==> src/rtl/ljd_pkg.sv <==
`default_nettype none
package ljd_pkg;

  localparam int FRAC_BITS = 24;
  localparam int COORD_W   = 48;
  localparam int SHORT_W   = 32;
  localparam int DIST_W    = 47;
  localparam int PADDR_W   = 3;
  localparam int RF_DEPTH  = 32;
  localparam int RF_AW     = 5;
  localparam int PROG_LEN  = 91;
  localparam int PC_W      = 7;

  localparam logic signed [63:0] SMAX = 64'sh7FFF_FFFF_FFFF_FFFF;
  localparam logic signed [63:0] NMAX = -64'sh7FFF_FFFF_FFFF_FFFF;
  localparam logic signed [63:0] K4   = 64'(4) << FRAC_BITS;
  localparam logic signed [63:0] K6   = 64'(6) << FRAC_BITS;
  localparam logic signed [63:0] K12  = 64'(12) << FRAC_BITS;
  localparam logic signed [63:0] K2   = 64'(2) << FRAC_BITS;
  localparam logic signed [63:0] KM3  = -(64'(3) << FRAC_BITS);

  localparam logic [PADDR_W-1:0] REG_DIPOLE_SCALE = '0;

  typedef enum logic [3:0] {
    OP_ADD, OP_SUB, OP_MUL, OP_DIV, OP_NSQ0, OP_NSQ, OP_SQRT, OP_END, OP_DONE
  } alu_op_t;

  // operand / destination codes: below 32 is a scratch RAM address
  localparam logic [5:0] R_ELJ = 6'd0;
  localparam logic [5:0] R_G0  = 6'd1;
  localparam logic [5:0] R_G1  = 6'd2;
  localparam logic [5:0] R_G2  = 6'd3;
  localparam logic [5:0] R_F0  = 6'd4;
  localparam logic [5:0] R_F1  = 6'd5;
  localparam logic [5:0] R_F2  = 6'd6;
  localparam logic [5:0] R_T0  = 6'd7;
  localparam logic [5:0] R_T1  = 6'd8;
  localparam logic [5:0] R_T2  = 6'd9;
  localparam logic [5:0] R_T3  = 6'd10;
  localparam logic [5:0] R_T4  = 6'd11;
  localparam logic [5:0] R_T5  = 6'd12;
  localparam logic [5:0] R_S   = 6'd16;
  localparam logic [5:0] R_S2  = 6'd17;
  localparam logic [5:0] R_S6  = 6'd18;
  localparam logic [5:0] R_S12 = 6'd19;
  localparam logic [5:0] R_TA  = 6'd20;
  localparam logic [5:0] R_TB  = 6'd21;
  localparam logic [5:0] R_G   = 6'd22;
  localparam logic [5:0] R_LJD = 6'd23;
  localparam logic [5:0] R_R3  = 6'd24;
  localparam logic [5:0] R_R5  = 6'd25;
  localparam logic [5:0] R_E4  = 6'd27;
  localparam logic [5:0] R_E2  = 6'd28;

  localparam logic [5:0] SRC_OFFX = 6'd32;
  localparam logic [5:0] SRC_OFFY = 6'd33;
  localparam logic [5:0] SRC_OFFZ = 6'd34;
  localparam logic [5:0] SRC_D    = 6'd35;
  localparam logic [5:0] SRC_Q    = 6'd36;
  localparam logic [5:0] SRC_EPS  = 6'd37;
  localparam logic [5:0] SRC_SIG  = 6'd38;
  localparam logic [5:0] SRC_DIP  = 6'd39;
  localparam logic [5:0] SRC_K4   = 6'd40;
  localparam logic [5:0] SRC_K6   = 6'd41;
  localparam logic [5:0] SRC_K12  = 6'd42;
  localparam logic [5:0] SRC_KM3  = 6'd43;
  localparam logic [5:0] SRC_K2   = 6'd44;

  localparam logic [5:0] DST_D    = 6'd32;
  localparam logic [5:0] DST_E    = 6'd33;
  localparam logic [5:0] DST_FX   = 6'd34;
  localparam logic [5:0] DST_FY   = 6'd35;
  localparam logic [5:0] DST_FZ   = 6'd36;
  localparam logic [5:0] DST_NONE = 6'd37;

  typedef struct packed {
    alu_op_t    op;
    logic [5:0] dst;
    logic [5:0] sa;
    logic [5:0] sb;
  } uop_t;

  typedef enum logic [2:0] {
    S_IDLE, S_FETCH, S_EXEC, S_WAIT, S_OUT
  } seq_state_t;

  typedef enum logic [2:0] {
    A_IDLE, A_MUL, A_DIV, A_SQRT, A_FIN, A_DONE
  } alu_state_t;

  typedef struct packed {
    logic    start;
    alu_op_t op;
  } alu_ctl_t;

  localparam uop_t PROG [PROG_LEN] = '{
    '{OP_NSQ0, DST_NONE, SRC_OFFX, SRC_OFFX},
    '{OP_NSQ,  DST_NONE, SRC_OFFY, SRC_OFFY},
    '{OP_NSQ,  DST_NONE, SRC_OFFZ, SRC_OFFZ},
    '{OP_SQRT, DST_D,    SRC_OFFX, SRC_OFFX},
    '{OP_MUL,  R_E4,  SRC_EPS, SRC_K4},
    '{OP_DIV,  R_S,   SRC_SIG, SRC_D},
    '{OP_MUL,  R_S2,  R_S,   R_S},
    '{OP_MUL,  R_S6,  R_S2,  R_S},
    '{OP_MUL,  R_S6,  R_S6,  R_S6},
    '{OP_MUL,  R_S12, R_S6,  R_S6},
    '{OP_SUB,  R_TA,  R_S12, R_S6},
    '{OP_MUL,  R_TA,  R_E4,  R_TA},
    '{OP_ADD,  R_ELJ, R_ELJ, R_TA},
    '{OP_MUL,  R_TA,  R_S6,  SRC_K6},
    '{OP_MUL,  R_TB,  R_S12, SRC_K12},
    '{OP_SUB,  R_TA,  R_TA,  R_TB},
    '{OP_DIV,  R_TA,  R_TA,  SRC_D},
    '{OP_DIV,  R_G,   R_TA,  SRC_D},
    '{OP_MUL,  R_LJD, R_E4,  R_G},
    '{OP_MUL,  R_TA,  R_LJD, SRC_OFFX},
    '{OP_ADD,  R_G0,  R_G0,  R_TA},
    '{OP_MUL,  R_TA,  R_LJD, SRC_OFFY},
    '{OP_ADD,  R_G1,  R_G1,  R_TA},
    '{OP_MUL,  R_TA,  R_LJD, SRC_OFFZ},
    '{OP_ADD,  R_G2,  R_G2,  R_TA},
    '{OP_DIV,  R_TA,  SRC_Q, SRC_D},
    '{OP_DIV,  R_TA,  R_TA,  SRC_D},
    '{OP_DIV,  R_R3,  R_TA,  SRC_D},
    '{OP_MUL,  R_TA,  R_R3,  SRC_KM3},
    '{OP_DIV,  R_TA,  R_TA,  SRC_D},
    '{OP_DIV,  R_R5,  R_TA,  SRC_D},
    '{OP_MUL,  R_TA,  R_R3,  SRC_OFFX},
    '{OP_ADD,  R_F0,  R_F0,  R_TA},
    '{OP_MUL,  R_TA,  R_R3,  SRC_OFFY},
    '{OP_ADD,  R_F1,  R_F1,  R_TA},
    '{OP_MUL,  R_TA,  R_R3,  SRC_OFFZ},
    '{OP_ADD,  R_F2,  R_F2,  R_TA},
    '{OP_MUL,  R_TA,  SRC_OFFX, SRC_OFFX},
    '{OP_MUL,  R_TA,  R_TA,  R_R5},
    '{OP_ADD,  R_TA,  R_R3,  R_TA},
    '{OP_ADD,  R_T0,  R_T0,  R_TA},
    '{OP_MUL,  R_TA,  SRC_OFFX, SRC_OFFY},
    '{OP_MUL,  R_TA,  R_TA,  R_R5},
    '{OP_ADD,  R_T1,  R_T1,  R_TA},
    '{OP_MUL,  R_TA,  SRC_OFFX, SRC_OFFZ},
    '{OP_MUL,  R_TA,  R_TA,  R_R5},
    '{OP_ADD,  R_T2,  R_T2,  R_TA},
    '{OP_MUL,  R_TA,  SRC_OFFY, SRC_OFFY},
    '{OP_MUL,  R_TA,  R_TA,  R_R5},
    '{OP_ADD,  R_TA,  R_R3,  R_TA},
    '{OP_ADD,  R_T3,  R_T3,  R_TA},
    '{OP_MUL,  R_TA,  SRC_OFFY, SRC_OFFZ},
    '{OP_MUL,  R_TA,  R_TA,  R_R5},
    '{OP_ADD,  R_T4,  R_T4,  R_TA},
    '{OP_MUL,  R_TA,  SRC_OFFZ, SRC_OFFZ},
    '{OP_MUL,  R_TA,  R_TA,  R_R5},
    '{OP_ADD,  R_TA,  R_R3,  R_TA},
    '{OP_ADD,  R_T5,  R_T5,  R_TA},
    '{OP_END,  DST_NONE, R_TA, R_TA},
    '{OP_MUL,  R_TA,  R_F0,  R_F0},
    '{OP_MUL,  R_TB,  R_F1,  R_F1},
    '{OP_ADD,  R_E2,  R_TA,  R_TB},
    '{OP_MUL,  R_TA,  R_F2,  R_F2},
    '{OP_ADD,  R_E2,  R_E2,  R_TA},
    '{OP_MUL,  R_TA,  SRC_DIP, R_E2},
    '{OP_SUB,  DST_E, R_ELJ, R_TA},
    '{OP_MUL,  R_TA,  R_F0,  R_T0},
    '{OP_MUL,  R_TB,  R_F1,  R_T1},
    '{OP_ADD,  R_TA,  R_TA,  R_TB},
    '{OP_MUL,  R_TB,  R_F2,  R_T2},
    '{OP_ADD,  R_TA,  R_TA,  R_TB},
    '{OP_MUL,  R_TA,  R_TA,  SRC_K2},
    '{OP_MUL,  R_TA,  SRC_DIP, R_TA},
    '{OP_SUB,  DST_FX, R_G0, R_TA},
    '{OP_MUL,  R_TA,  R_F0,  R_T1},
    '{OP_MUL,  R_TB,  R_F1,  R_T3},
    '{OP_ADD,  R_TA,  R_TA,  R_TB},
    '{OP_MUL,  R_TB,  R_F2,  R_T4},
    '{OP_ADD,  R_TA,  R_TA,  R_TB},
    '{OP_MUL,  R_TA,  R_TA,  SRC_K2},
    '{OP_MUL,  R_TA,  SRC_DIP, R_TA},
    '{OP_SUB,  DST_FY, R_G1, R_TA},
    '{OP_MUL,  R_TA,  R_F0,  R_T2},
    '{OP_MUL,  R_TB,  R_F1,  R_T4},
    '{OP_ADD,  R_TA,  R_TA,  R_TB},
    '{OP_MUL,  R_TB,  R_F2,  R_T5},
    '{OP_ADD,  R_TA,  R_TA,  R_TB},
    '{OP_MUL,  R_TA,  R_TA,  SRC_K2},
    '{OP_MUL,  R_TA,  SRC_DIP, R_TA},
    '{OP_SUB,  DST_FZ, R_G2, R_TA},
    '{OP_DONE, DST_NONE, R_TA, R_TA}
  };

  function automatic logic signed [63:0] sat_sign(input logic neg, input logic [63:0] m);
    logic [63:0] v;
    v = (m > 64'(SMAX)) ? 64'(SMAX) : m;
    return neg ? -$signed(v) : $signed(v);
  endfunction

  function automatic logic [63:0] mag64(input logic signed [63:0] a);
    return a[63] ? 64'(-a) : 64'(a);
  endfunction

  function automatic logic signed [47:0] sat48(input logic signed [63:0] v);
    logic signed [63:0] hi;
    logic signed [63:0] lo;
    hi = 64'sh0000_7FFF_FFFF_FFFF;
    lo = -64'sh0000_8000_0000_0000;
    if (v > hi) return 48'sh7FFF_FFFF_FFFF;
    if (v < lo) return 48'sh8000_0000_0000;
    return v[47:0];
  endfunction

endpackage
`default_nettype wire

==> src/rtl/ljd_regfile.sv <==
`default_nettype none
module ljd_regfile (
  input  wire logic                       clk,
  input  wire logic                       rst,
  input  wire logic                       clr,
  input  wire logic                       we,
  input  wire logic [ljd_pkg::RF_AW-1:0]  waddr,
  input  wire logic signed [63:0]         wdata,
  input  wire logic [ljd_pkg::RF_AW-1:0]  raddr_a,
  input  wire logic [ljd_pkg::RF_AW-1:0]  raddr_b,
  output logic signed [63:0]              rdata_a,
  output logic signed [63:0]              rdata_b
);
  import ljd_pkg::*;

  logic signed [63:0] mem [RF_DEPTH];
  logic [RF_DEPTH-1:0] valid;
  logic signed [63:0] qa;
  logic signed [63:0] qb;
  logic va;
  logic vb;

  always_ff @(posedge clk) begin
    if (we) begin
      mem[waddr] <= wdata;
    end
    qa <= mem[raddr_a];
    qb <= mem[raddr_b];
  end

  // entries never written since the last clear read as zero
  always_ff @(posedge clk) begin
    if (rst || clr) begin
      valid <= '0;
      va    <= 1'b0;
      vb    <= 1'b0;
    end else begin
      if (we) begin
        valid[waddr] <= 1'b1;
      end
      va <= valid[raddr_a];
      vb <= valid[raddr_b];
    end
  end

  assign rdata_a = va ? qa : '0;
  assign rdata_b = vb ? qb : '0;
endmodule
`default_nettype wire

==> config.mk <==
export PLATFORM = sky130hd
export DESIGN_NAME = ljd_regfile
export DESIGN_NICKNAME = d
export VERILOG_FILES = /design/src/rtl/ljd_pkg.sv /design/src/rtl/ljd_regfile.sv
export SDC_FILE = /design/constraint.sdc
export NUM_CORES = 2
export LEC_CHECK = 0
export BUFFER_PORTS_ARGS = -buffer_cell sky130_fd_sc_hd__buf_2
export CAP_MARGIN = 20
export CELL_PAD_IN_SITES_DETAIL_PLACEMENT = 1
export CELL_PAD_IN_SITES_GLOBAL_PLACEMENT = 2
export CORE_AREA = 2 2 448 450
export DETAILED_ROUTE_END_ITERATION = 8
export DIE_AREA = 0 0 450 452
export PLACE_DENSITY_LB_ADDON = 0.05
export SETUP_SLACK_MARGIN = 0.2
export SYNTH_ARGS = -nofsm -noshare
export SYNTH_HDL_FRONTEND = slang
export SYNTH_SLANG_ARGS = --single-unit
==> constraint.sdc <==
create_clock -name clk -period 13.5 [get_ports clk]
set_clock_uncertainty 0.2 [all_clocks]
set_input_delay 2.025 -clock clk [delete_from_list [all_inputs] [get_ports clk]]
set_output_delay 2.025 -clock clk [all_outputs]
set_load 0.05 [all_outputs]
==> impl_metrics.env <==
export IMPL_outcome="completed"
export IMPL_cp_max_fo=34
export IMPL_dr_total_vias=53100
export IMPL_min_period_ps=5450
export IMPL_syn_area_sq_mm=0.0990
export IMPL_post_cts_buffers=0
export IMPL_antenna_found_initial=28
export IMPL_core_sq_mm=0.199
export IMPL_maxCapViolations=0
export IMPL_grt_pass1_vias=56600
export IMPL_synth_async_reset_ratio_pct=0
export IMPL_drtIter0Drc=6246
export IMPL_synth_area_leaders="edfxtp_1 62%, mux4_2 25%, mux2i_1 3.5%"
export IMPL_drive_gt1_share_pct=37.5
export IMPL_cpMaxStageDelayCell="dfxtp_4"
export IMPL_die_h_microns=452
export IMPL_tns_ps=0
export IMPL_area_growth_pct=12.2
export IMPL_ctsHoldBuffers=0
export IMPL_clock_tree_buffer_depth=3
export IMPL_start_util_pct=49.8
export IMPL_cp_start_kind="flip-flop"
export IMPL_path_class="flip-flop to primary output"
export IMPL_clkSlewWorstSetupHoldPaths_ps=60
export IMPL_dieArea_sq_mm=0.203
export IMPL_final_period_utilization_pct=40.4
export IMPL_fin_nets=4914
export IMPL_powerDensity_mw_per_mm2=139
export IMPL_ios=211
export IMPL_cts_resized=0
export IMPL_drt_pass1_iterations=5
export IMPL_ys_types=35
export IMPL_cp_end_kind="primary output"
export IMPL_grt_total_usage_pct=31.5
export IMPL_max_freq_mhz=184
export IMPL_port_buffers=210
export IMPL_grt_max_degree=111
export IMPL_slew_violations=0
export IMPL_vias_per_cell=6.90
export IMPL_layout_commonest_cell="edfxtp_1"
export IMPL_hold_ws_ps=301
export IMPL_p_leak_nw=35.9
export IMPL_dpl_hpwl_microns=164000
export IMPL_crit_required_ps=11270
export IMPL_clock_sinks=2210
export IMPL_routed_wl_microns=317000
export IMPL_ir_drop_uv=118
export IMPL_synth_edf_count=2048
export IMPL_syn_avg_cell_area_sq_um=21.4
export IMPL_hold_path_class="flip-flop to flip-flop"
export IMPL_path_cells="buf_4, and2_1, buf_2"
export IMPL_cts_buffers=230
export IMPL_final_cell_mix="2,048 x edfxtp_1, 1,091 x mux4_2, 347 x mux2i_1, 234 x clkbuf_16, 201 x buf_2"
export IMPL_grt_pass1_wl_microns=447000
export IMPL_grt_met3_usage_pct=5.04
export IMPL_yosysTopAreaCell="edfxtp_1"
export IMPL_critical_path_arrival_ps=3220
export IMPL_insertion_delay_ps=890
export IMPL_hold_viol_final=0
export IMPL_worst_r2r_setup_slack_ps=11460
export IMPL_tightest_slew_ps=1210
export IMPL_yosysTopAreaCellShare_pct=62.2
export IMPL_route_detailed_drc=0
export IMPL_cp_slowest_stage_delay_ps=800
export IMPL_grt_overflow=0
export IMPL_cts_tree="yes"
export IMPL_finish_utilization_pct=55.9
export IMPL_met2_usage_pct=52.7
export IMPL_fin_area_sq_mm=0.111
export IMPL_ys_seq_elements=2210
export IMPL_rows=164
export IMPL_place_congestion=0.779
export IMPL_ys_seq_area_share_pct=65.4
export IMPL_synth_main_ff_cell="edfxtp_1"
export IMPL_busiest_layer="met2"
export IMPL_routedWlPerCell_microns=41.2
export IMPL_relSlewSlack_pct=19.5
export IMPL_placed_area_sq_mm=0.103
export IMPL_cts_root_buf="clkbuf_16"
export IMPL_finalSetupViolCount=0
export IMPL_die_x_microns=450
export IMPL_synth_warnings=0
export IMPL_power_mw=15.5
export IMPL_htree_levels=4
export IMPL_syn_num_nets=4701
export IMPL_met1_usage_pct=42.5
export IMPL_syn_inst=4618
export IMPL_ant_nets=0
export IMPL_rsz0062_at_grt="no"
-- synthesized netlist by cell type, types with 8 or more instances --
| master | number |
|---|---|
| mux2_2 | 44 |
| edfxtp_1 | 2048 |
| buf_1 | 37 |
| buf_2 | 104 |
| mux2i_1 | 347 |
| o21a_1 | 45 |
| a22oi_1 | 53 |
| dfxtp_1 | 162 |
| a221oi_1 | 72 |
| mux4_2 | 1091 |
| nor2b_1 | 14 |
| o22ai_1 | 31 |
| a21o_1 | 13 |
| a22o_1 | 55 |
| and2_1 | 140 |
| buf_4 | 76 |
| nor2_1 | 98 |
| clkbuf_1 | 121 |
| nand3_1 | 8 |
| buf_6 | 19 |
-- layer usage --
layer,part of all wire [%],wire [microns]
met1,39,124000
met2,50,159000
met3,7.3,23100
met4,3.4,10900
met5,0.016,52
-- path summary, 6_finish.rpt --
path / startpoint / endpoint / cells past startpoint
hold / removal: valid[16]$_SDFFE_PP0P_ / valid[16]$_SDFFE_PP0P_ / 1
setup reg to reg: mem[7][34]$_DFFE_PP_ / qa[34]$_DFF_P_ / 4
hold reg to reg: valid[16]$_SDFFE_PP0P_ / valid[16]$_SDFFE_PP0P_ / 1
setup / recovery: vb$_SDFF_PP0_ / rdata_b[14] / 3
-- per-stage QoR --
step | std cells | setup WS [ps]
final | 7702 | 8050
after floorplan | 4618 | 7420
after CTS | 7692 | 7950
after global routing | 7697 | 7980
after global placement | 7253 | 7350
after detailed placement | 7255 | 7320
-- area by class of cell --
cell class / instances / area [sq um]
Clock inverter: 115 / 1380
Tap cell: 2656 / 3320
Clock buffer: 322 / 6530
Sequential cell: 2210 / 64700
Multi-Input combinational cell: 2050 / 32600
Inverter: 1 / 8.76
Fill cell: 16800 / 87600
Antenna cell: 10 / 25.0
Timing Repair Buffer: 338 / 2360
-- sequential cells by signal, indices dropped and copies added (netlist names) --
signal	flops
mem	2048
qa	64
qb	64
valid	32
va	1
vb	1
-- power by group --
part	switching, mW	internal, mW	total [mW]
registers	0.0661	7.61	7.67
clock network	2.73	3.91	6.65
logic	0.672	0.487	1.16
-- kinds of logic (layout without fill, tap and decap cells) --
kind of cell | Yosys count | in the layout | synth area share, %
AO/OA/AOI/OAI | 288 | 288 | 2.29
flip-flops | 2210 | 2210 | 65.4
multiplexers | 1482 | 1482 | 28.8
other | 0 | 10 | 0
AND/OR/NAND/NOR | 280 | 280 | 1.52
buffers and inverters | 358 | 776 | 1.92
-- critical path, delay by kind of cell, from the launching register on --
family	cells	cell delay, ps
DFF	1	800
and+or+nand+nor	1	440
buffers and inverters	2	1070
(Power assumes the default switching activity.)
